==> src/hdl/rtu_serial_link_framer_assert.svh <==
// assertion macros used by the serial link framer rtl
`ifndef RTU_SERIAL_LINK_FRAMER_ASSERT_SVH
`define RTU_SERIAL_LINK_FRAMER_ASSERT_SVH

`ifndef SYNTHESIS

// clocked check, quiet while reset is low
`define RTU_ASSERT(name, prop, msg) \
  name: assert property (@(posedge clk_i) disable iff (!rst_ni) (prop)) else $error(msg);

// clocked check that also holds through reset
`define RTU_ASSERT_ALWAYS(name, prop, msg) \
  name: assert property (@(posedge clk_i) (prop)) else $error(msg);

`else

`define RTU_ASSERT(name, prop, msg)
`define RTU_ASSERT_ALWAYS(name, prop, msg)

`endif

`endif

==> src/hdl/rtu_slf_pkg.sv <==
// types and constants of the serial link framer
`timescale 1ns / 1ps
`default_nettype none

package rtu_slf_pkg;

  // input word operation
  typedef enum logic [1:0] {
    OP_TICK    = 2'd0,
    OP_RX_BYTE = 2'd1,
    OP_QUEUE   = 2'd2,
    OP_TX_DONE = 2'd3
  } opcode_e;

  // result word event
  typedef enum logic [1:0] {
    EV_NONE  = 2'd0,
    EV_STORE = 2'd1,
    EV_FRAME = 2'd2,
    EV_SEND  = 2'd3
  } event_e;

  // receive phase
  typedef enum logic [1:0] {
    PH_INIT = 2'd0,
    PH_IDLE = 2'd1,
    PH_RECV = 2'd2
  } rx_phase_e;

  // configuration register indexes
  localparam int unsigned CFG_IDX_W = 2;
  localparam logic [CFG_IDX_W-1:0] CFG_FRAME_GAP = 2'd0;
  localparam logic [CFG_IDX_W-1:0] CFG_CHAR_GAP  = 2'd1;

  localparam logic [3:0] FRAME_GAP_RESET = 4'd7;
  localparam logic [3:0] CHAR_GAP_RESET  = 4'd3;
  localparam logic [7:0] GAP_MAX         = 8'hFF;

  typedef struct packed {
    opcode_e    opcode;
    logic [7:0] data_byte;
    logic       line_error;
  } item_t;

  typedef struct packed {
    event_e     event_kind;
    logic [7:0] rx_index;
    logic [7:0] rx_byte;
    logic [8:0] frame_length;
    logic [7:0] gap_count;
    logic [7:0] tx_byte;
    logic       drive_enable;
    rx_phase_e  rx_phase;
    logic       tx_busy;
  } result_t;

  typedef struct packed {
    logic [CFG_IDX_W-1:0] index;
    logic [3:0]           value;
  } cfg_t;

endpackage

`default_nettype wire

==> src/hdl/rtu_slf_stream_if.sv <==
// valid/ready channel carrying one word of a given type
`timescale 1ns / 1ps
`default_nettype none

interface rtu_slf_stream_if #(
  parameter type T = logic
);
  logic valid;
  logic ready;
  T     data;

  modport source(output valid, output data, input ready);
  modport sink(input valid, input data, output ready);
endinterface

`default_nettype wire

==> src/hdl/rtu_serial_link_framer.sv <==
// half-duplex serial link framer with silence based frame timing
//
// The block takes one input word per clock: a half-character tick, a received
// byte, a byte queued for sending or a transmit-complete event. Every accepted
// word gives exactly one result word, registered through an output
// register backed by a one-word skid stage, so words may be offered in every
// cycle and the input stalls only while both output stages are full. All
// state moves in a single registered update per word. Queued transmit bytes
// wait in a BUF_DEPTH-entry ram; the byte at the read position is fetched
// ahead (with a bypass for a byte written in the same cycle), so a
// transmit-complete word finds the next byte ready. The ram needs no clearing
// after reset. Configuration writes (frame gap, char gap) are always taken and
// must only be made while no word is in flight.
`timescale 1ns / 1ps
`default_nettype none
`include "rtu_serial_link_framer_assert.svh"

module rtu_serial_link_framer #(
  parameter int unsigned BUF_DEPTH = 256
) (
  input wire logic       clk_i,
  input wire logic       rst_ni,
  rtu_slf_stream_if.sink   cfg_i,
  rtu_slf_stream_if.sink   item_i,
  rtu_slf_stream_if.source result_o
);

  import rtu_slf_pkg::*;

  localparam int unsigned PW = $clog2(BUF_DEPTH);
  localparam int unsigned CW = $clog2(BUF_DEPTH + 1);
  localparam int unsigned QW = $clog2(BUF_DEPTH + 2);
  localparam logic [PW-1:0] LAST_POS = PW'(BUF_DEPTH - 1);
  localparam logic [CW-1:0] RX_LIMIT = CW'(BUF_DEPTH);
  localparam logic [QW-1:0] TX_LIMIT = QW'(BUF_DEPTH);

  // configuration registers
  logic [3:0] frame_gap_q, char_gap_q;
  item_t      item;
  cfg_t       cfg;

  assign cfg         = cfg_i.data;
  assign item        = item_i.data;
  assign cfg_i.ready = 1'b1;

  always_ff @(posedge clk_i or negedge rst_ni) begin
    if (!rst_ni) begin
      frame_gap_q <= FRAME_GAP_RESET;
      char_gap_q  <= CHAR_GAP_RESET;
    end else if (cfg_i.valid) begin
      if (cfg.index == CFG_FRAME_GAP) begin
        frame_gap_q <= cfg.value;
      end
      if (cfg.index == CFG_CHAR_GAP) begin
        char_gap_q <= cfg.value;
      end
    end
  end

  // framer state
  rx_phase_e   phase_q, phase_d;
  logic        tx_q, tx_d;
  logic        tmr_q, tmr_d;
  logic [3:0]  half_q, half_d;
  logic [7:0]  gap_q, gap_d;
  logic [CW-1:0] rcnt_q, rcnt_d;
  logic [QW-1:0] pend_q, pend_d;
  logic [PW-1:0] rd_pos_q, rd_pos_d;
  logic [PW-1:0] wr_pos_q, wr_pos_d;
  logic [QW-1:0] pend_dec;

  // output register and skid stage
  logic    ov_q, sv_q;
  result_t od_q, sd_q;
  result_t res;
  logic    in_acc;

  assign item_i.ready = !sv_q;
  assign in_acc       = item_i.valid && !sv_q;

  // send store with one-ahead fetch of the read position
  logic       ram_we;
  logic [7:0] ram_rdata;
  logic       byp_q;
  logic [7:0] byp_data_q;
  logic [7:0] head;

  rtu_slf_ram #(
    .WIDTH(8),
    .DEPTH(BUF_DEPTH)
  ) u_send_store (
    .clk_i  (clk_i),
    .we_i   (ram_we),
    .waddr_i(wr_pos_q),
    .wdata_i(item.data_byte),
    .raddr_i(rd_pos_d),
    .rdata_o(ram_rdata)
  );

  always_ff @(posedge clk_i) begin
    byp_q      <= ram_we && (wr_pos_q == rd_pos_d);
    byp_data_q <= item.data_byte;
  end

  assign head     = byp_q ? byp_data_q : ram_rdata;
  assign pend_dec = (pend_q != '0) ? pend_q - QW'(1) : pend_q;

  // one word of work
  always_comb begin
    phase_d  = phase_q;
    tx_d     = tx_q;
    tmr_d    = tmr_q;
    half_d   = half_q;
    gap_d    = gap_q;
    rcnt_d   = rcnt_q;
    pend_d   = pend_q;
    rd_pos_d = rd_pos_q;
    wr_pos_d = wr_pos_q;
    ram_we   = 1'b0;
    res      = '0;
    if (in_acc) begin
      unique case (item.opcode)
        OP_TICK: begin
          if (tmr_q) begin
            half_d = half_q + 4'd1;
            if (half_d >= frame_gap_q) begin
              half_d = '0;
              if (phase_q == PH_RECV) begin
                res.event_kind   = EV_FRAME;
                res.frame_length = 9'(rcnt_q);
                res.gap_count    = (gap_q == '0) ? '0 : gap_q - 8'd1;
              end
              phase_d = PH_IDLE;
              tmr_d   = 1'b0;
              gap_d   = '0;
            end
            if (half_d == char_gap_q && gap_d != GAP_MAX) begin
              gap_d = gap_d + 8'd1;
            end
          end
        end
        OP_RX_BYTE: begin
          // reception is enabled exactly while not transmitting
          if (!item.line_error && !tx_q) begin
            if (phase_q == PH_IDLE) begin
              phase_d        = PH_RECV;
              rcnt_d         = CW'(1);
              res.event_kind = EV_STORE;
              res.rx_byte    = item.data_byte;
            end else if (phase_q == PH_RECV && rcnt_q < RX_LIMIT) begin
              res.event_kind = EV_STORE;
              res.rx_index   = 8'(rcnt_q);
              res.rx_byte    = item.data_byte;
              rcnt_d         = rcnt_q + CW'(1);
            end
            tmr_d  = 1'b1;
            half_d = '0;
          end
        end
        OP_QUEUE: begin
          if (!tx_q) begin
            tx_d           = 1'b1;
            rd_pos_d       = '0;
            wr_pos_d       = '0;
            pend_d         = QW'(1);
            res.event_kind = EV_SEND;
            res.tx_byte    = item.data_byte;
          end else if (pend_q <= TX_LIMIT) begin
            ram_we   = 1'b1;
            wr_pos_d = (wr_pos_q == LAST_POS) ? '0 : wr_pos_q + PW'(1);
            pend_d   = pend_q + QW'(1);
          end
        end
        OP_TX_DONE: begin
          if (tx_q) begin
            pend_d = pend_dec;
            if (pend_dec != '0) begin
              res.event_kind = EV_SEND;
              res.tx_byte    = head;
              rd_pos_d       = (rd_pos_q == LAST_POS) ? '0 : rd_pos_q + PW'(1);
            end else begin
              tx_d   = 1'b0;
              tmr_d  = 1'b1;
              half_d = '0;
            end
          end else begin
            phase_d = PH_IDLE;
          end
        end
        default: begin
          res = '0;
        end
      endcase
    end
    res.drive_enable = tx_d;
    res.tx_busy      = tx_d;
    res.rx_phase     = phase_d;
  end

  // state registers
  always_ff @(posedge clk_i or negedge rst_ni) begin
    if (!rst_ni) begin
      phase_q  <= PH_INIT;
      tx_q     <= 1'b0;
      tmr_q    <= 1'b0;
      half_q   <= '0;
      gap_q    <= '0;
      rcnt_q   <= '0;
      pend_q   <= '0;
      rd_pos_q <= '0;
      wr_pos_q <= '0;
    end else begin
      phase_q  <= phase_d;
      tx_q     <= tx_d;
      tmr_q    <= tmr_d;
      half_q   <= half_d;
      gap_q    <= gap_d;
      rcnt_q   <= rcnt_d;
      pend_q   <= pend_d;
      rd_pos_q <= rd_pos_d;
      wr_pos_q <= wr_pos_d;
    end
  end

  // output and skid valid flags
  always_ff @(posedge clk_i or negedge rst_ni) begin
    if (!rst_ni) begin
      ov_q <= 1'b0;
      sv_q <= 1'b0;
    end else if (!ov_q || result_o.ready) begin
      if (sv_q) begin
        ov_q <= 1'b1;
        sv_q <= 1'b0;
      end else begin
        ov_q <= in_acc;
      end
    end else if (in_acc) begin
      sv_q <= 1'b1;
    end
  end

  // output and skid payload
  always_ff @(posedge clk_i) begin
    if (!ov_q || result_o.ready) begin
      od_q <= sv_q ? sd_q : res;
    end else if (in_acc) begin
      sd_q <= res;
    end
  end

  assign result_o.valid = ov_q;
  assign result_o.data  = od_q;

  // checks
  `RTU_ASSERT_ALWAYS(a_skid_behind_out, sv_q |-> ov_q, "skid word held without output word")
  `RTU_ASSERT(a_pending_tracks_tx, tx_q == (pend_q != '0), "send count out of step with tx state")
  `RTU_ASSERT(a_pending_bound, pend_q <= TX_LIMIT + QW'(1), "send count beyond queue depth")
  `RTU_ASSERT(a_recv_timed, phase_q == PH_RECV |-> tmr_q, "receiving with silence timer stopped")
  `RTU_ASSERT(a_rx_bound, rcnt_q <= RX_LIMIT, "received count beyond buffer depth")

endmodule

`default_nettype wire

==> src/hdl/rtu_slf_ram.sv <==
// generic single write port ram with registered read
`timescale 1ns / 1ps
`default_nettype none

module rtu_slf_ram #(
  parameter int unsigned WIDTH = 8,
  parameter int unsigned DEPTH = 256
) (
  input  wire logic                     clk_i,
  input  wire logic                     we_i,
  input  wire logic [$clog2(DEPTH)-1:0] waddr_i,
  input  wire logic [WIDTH-1:0]         wdata_i,
  input  wire logic [$clog2(DEPTH)-1:0] raddr_i,
  output logic      [WIDTH-1:0]         rdata_o
);

  logic [WIDTH-1:0] mem_q [DEPTH];

  // write port
  always_ff @(posedge clk_i) begin
    if (we_i) begin
      mem_q[waddr_i] <= wdata_i;
    end
  end

  // registered read port
  always_ff @(posedge clk_i) begin
    rdata_o <= mem_q[raddr_i];
  end

endmodule

`default_nettype wire

==> src/flat_wrapper.sv <==
// flat-port wrapper written by rule: the top's interface ports become plain ports
module rtu_serial_link_framer_flat import rtu_slf_pkg::*;
#(
  parameter int unsigned BUF_DEPTH = 256
)
  (clk_i, rst_ni, cfg_i_valid, cfg_i_data, cfg_i_ready, item_i_valid, item_i_data, item_i_ready, result_o_valid, result_o_data, result_o_ready);
  rtu_slf_stream_if #(.T(cfg_t)) cfg_i_i ();
  rtu_slf_stream_if #(.T(item_t)) item_i_i ();
  rtu_slf_stream_if #(.T(result_t)) result_o_i ();
  input wire logic clk_i;
  input wire logic rst_ni;
  input wire logic [$bits(cfg_i_i.valid)-1:0] cfg_i_valid;
  input wire logic [$bits(cfg_i_i.data)-1:0] cfg_i_data;
  output wire logic [$bits(cfg_i_i.ready)-1:0] cfg_i_ready;
  input wire logic [$bits(item_i_i.valid)-1:0] item_i_valid;
  input wire logic [$bits(item_i_i.data)-1:0] item_i_data;
  output wire logic [$bits(item_i_i.ready)-1:0] item_i_ready;
  output wire logic [$bits(result_o_i.valid)-1:0] result_o_valid;
  output wire logic [$bits(result_o_i.data)-1:0] result_o_data;
  input wire logic [$bits(result_o_i.ready)-1:0] result_o_ready;
  assign cfg_i_i.valid = cfg_i_valid;
  assign cfg_i_i.data = cfg_i_data;
  assign cfg_i_ready = cfg_i_i.ready;
  assign item_i_i.valid = item_i_valid;
  assign item_i_i.data = item_i_data;
  assign item_i_ready = item_i_i.ready;
  assign result_o_valid = result_o_i.valid;
  assign result_o_data = result_o_i.data;
  assign result_o_i.ready = result_o_ready;
  rtu_serial_link_framer #(.BUF_DEPTH(BUF_DEPTH)) u_core (.clk_i(clk_i), .rst_ni(rst_ni), .cfg_i(cfg_i_i), .item_i(item_i_i), .result_o(result_o_i));
endmodule
==> config.mk <==
export PLATFORM = sky130hd
export DESIGN_NAME = rtu_serial_link_framer_flat
export DESIGN_NICKNAME = d
export VERILOG_FILES = /design/src/hdl/rtu_slf_pkg.sv /design/src/hdl/rtu_slf_stream_if.sv /design/src/hdl/rtu_serial_link_framer.sv /design/src/hdl/rtu_slf_ram.sv /design/src/flat_wrapper.sv
export VERILOG_INCLUDE_DIRS = /design/src /design/src/hdl
export SDC_FILE = /design/constraint.sdc
export NUM_CORES = 2
export LEC_CHECK = 0
export ABC_AREA = 0
export BUFFER_PORTS_ARGS = -buffer_cell sky130_fd_sc_hd__buf_4
export CAP_MARGIN = 20
export CELL_PAD_IN_SITES_DETAIL_PLACEMENT = 1
export CELL_PAD_IN_SITES_GLOBAL_PLACEMENT = 2
export CORE_MARGIN = 2
export CORE_UTILIZATION = 29
export DETAILED_ROUTE_END_ITERATION = 8
export GPL_TIMING_DRIVEN = 0
export PLACE_DENSITY_LB_ADDON = 0.1
export SYNTH_ARGS = -nofsm -noshare
export SYNTH_HDL_FRONTEND = slang
export SYNTH_SLANG_ARGS = --single-unit
==> constraint.sdc <==
create_clock -name clk_i -period 9.1 [get_ports clk_i]
set_input_delay 1.82 -clock clk_i [delete_from_list [all_inputs] [get_ports clk_i]]
set_output_delay 1.82 -clock clk_i [all_outputs]
set_load 0.02 [all_outputs]
==> out/metrics.cfg <==
[power_and_ir_drop]
p_total_mw=37.79
leakage_nw=36.34
powerDensity_nw_per_um2=353.9
peakVddDrop_uv=270.7

[floorplan]
initial_core_util_pct=29.10
dieWidth_um=557.7
die_y_um=557.7
die-area_um2=311100
core.rowCount=203
ios=72
core_area_um2=305600

[cts]
clock_path_buffers=4
cts_inserted_buffers=272
cts_setup_buffers=0
cts_hold_buf=0
cts_root_buf=clkbuf_16
cts_num_sinks=2217
tritoncts=done
clk_latency_ps=940
clk_pin_slew_ps=60
htree_levels=5

[finish]
drive_above_1_share_pct=14.81
final_util_pct=34.95
instances_no_fill=11620
syn_to_final_growth_pct=20.09
num-nets-final=7290

[global_routing]
grt_pass1_wl_um=691500
grt_max_degree=137
track_usage_pct=34.67
grt_pass1_vias=63760
grt-ovfl-total=0
grt_antenna_before_repair=131

[sta]
final.min_clock_period_ps=9278
layout_setup_ws_ps=-178.0
clock.fmax_mhz=107.8
slew_violations=0
worst_pin_slew_ps=1327
whs_ps=509.5
period_share_pct=102.0
finalSetupViolCount=5
relSlewSlack_pct=10.96
skew_ps=47.87
fin_tns_setup_ps=-556.5
hold_viol=0

[logic_synthesis]
synth_cell_type_count=80
synth.area.top_cells=edfxtp_1 (72%), nand2_1 (7.1%), nand3_1 (4.5%)
async_flop_share_pct=2.706
synth.largest_area_cell=edfxtp_1
yosys_warnings=0
syn_inst=6683
syn-num-nets=6722
synth_top_area_share_pct=72.27
yosysSeqAreaShare_pct=74.35
synth_area_per_cell_um2=13.31
synth_edf_count=2140
synth_most_common_cell=edfxtp_1
synth-main-ff-cell=edfxtp_1
synthTopCellsByCount=edfxtp_1 (2,140), nand2_1 (1,684), nand3_1 (791), nor2_1 (365), buf_2 (192)
ys_ff_latch=2217
syn-cell-area_um2=88920

[detailed_routing]
vias=69070
wl_per_cell_um=47.39
vias_per_cell=5.947
drc_errors=0
wl_um=550500
ant_nets=0
dr.pass1.iters=6
first_iter_violations=12230

[run_status]
status=complete, but fails checks
violations=negative setup slack

[placement]
port-buffer-count=69
dp_hpwl_um=381500
dp_cells=11060
place_congestion=0.9948

[worst_setup_path]
path_max_fanout=10
start_kind=register
path_class=register to register
slowest_delay_ps=830
worstPathArrival_ps=10030
path_delay_family=buffers and inverters
worst-path-buf-inv=9
cpMaxStageDelayCell=buf_2
end_kind=register
path_cells=inv_1, ha_1, or3b_1, clkbuf_1, o32ai_1, nand4_1, or4_1, clkbuf_1, a211o_1, a21oi_2, clkbuf_4, buf_4, buf_2, buf_2, buf_4, buf_2, nand2_1, nand3_1, nand4_1, a41oi_1, nand4_1, o211ai_1
crit_required_ps=9850

[worst_hold_path]
hold_path_class=register to register

[job]
max-cap-violations=0

-- power by group --
part	internal [mW]	switching, mW	total [mW]
combinational	2.78	12.9	15.7
sequential	11.3	0.0831	11.4
clock	6.05	4.66	10.7
total	20.1	17.6	37.8
-- timing repair --
item,in CTS,in global routing
gates resized for setup,22,12
endpoints found under the setup margin,5,6
endpoints found under the hold margin,0,0
pin swaps,0,1
-- placed cells by master, fill, tap and decap left out, types with 136 or more instances in the layout --
cell	count
edfxtp_1	2140
clkbuf_16	278
buf_4	140
nand3_1	791
buf_2	223
nor2_1	335
clkbuf_1	147
nand2_1	1684
a31oi_1	136
mux2i_1	160
-- layout make-up --
type | count | area, um^2
Clock inverter | 117 | 1051
Fill cell | 32060 | 198800
Tap cell | 4100 | 5130
Sequential cell | 2217 | 66110
Clock buffer | 360 | 7345
Antenna cell | 61 | 152.6
Inverter | 29 | 108.9
Multi-Input combinational cell | 4015 | 21090
Timing Repair Buffer | 295 | 3719
Buffer | 421 | 2083
-- per-stage QoR --
step,setup slack [ps],instance area [um^2]
2_1_floorplan,3587,88920
3_3_place_gp,-3792,94570
3_5_place_dp,-924.3,97990
4_1_cts,-6.692,106400
5_1_grt,-0.1652,106700
6_report,-178.0,106800
-- flip-flops by register name (all words and copies together), names as in the netlist --
signal                       count
u_core.gap_q                     8
u_core.pend_q                    9
u_core.u_send_store.mem_q     2048
u_core.tmr_q                     1
u_core.byp_q                     1
u_core.half_q                    4
u_core.result_o.data            46
u_core.u_send_store.rdata_o      8
u_core.rcnt_q                    9
u_core.rd_pos_q                  8
u_core.sd_q                     46
u_core.char_gap_q                4
u_core.byp_data_q                8
u_core.frame_gap_q               4
u_core.wr_pos_q                  8
u_core.result_o.valid            1
u_core.tx_q                      1
u_core.phase_q                   2
u_core.sv_q                      1
-- kinds of logic after synthesis --
family | after synthesis | share of synthesized area (%)
compound gates | 642 | 5.082
other cells | 1 | 0.004217
fa+ha+maj | 17 | 0.2392
mux | 207 | 2.751
simple gates | 3119 | 15.10
xor+xnor | 29 | 0.2856
flops | 2217 | 74.35
buf+inv | 451 | 2.191
-- routing by layer --
layer	wire length [um]	track usage [%]	up-vias
met5	103	0	-
met3	55520	7.929	1140
met1	217400	45.76	37050
met4	38520	21.72	16
met2	239000	51.41	4794
li1	-	-	26080
-- worst paths after layout --
check / depth (start not counted) / start / end / slack, ps
worst max-delay path: 22 / u_core.pend_q[0] / u_core.u_send_store.rdata_o[7] / -180
worst min-delay path: 1 / u_core.sd_q[30] / u_core.result_o.data[30] / 510
worst max register to register: 22 / u_core.pend_q[0] / u_core.u_send_store.rdata_o[7] / -180
worst min register to register: 1 / u_core.sd_q[30] / u_core.result_o.data[30] / 510
max in group asynchronous: 1 / rst_ni / u_core.pend_q[5] / 7470
min in group asynchronous: 1 / rst_ni / u_core.result_o.valid / 1000
No activity file was read; power rests on OpenSTA's default activity.
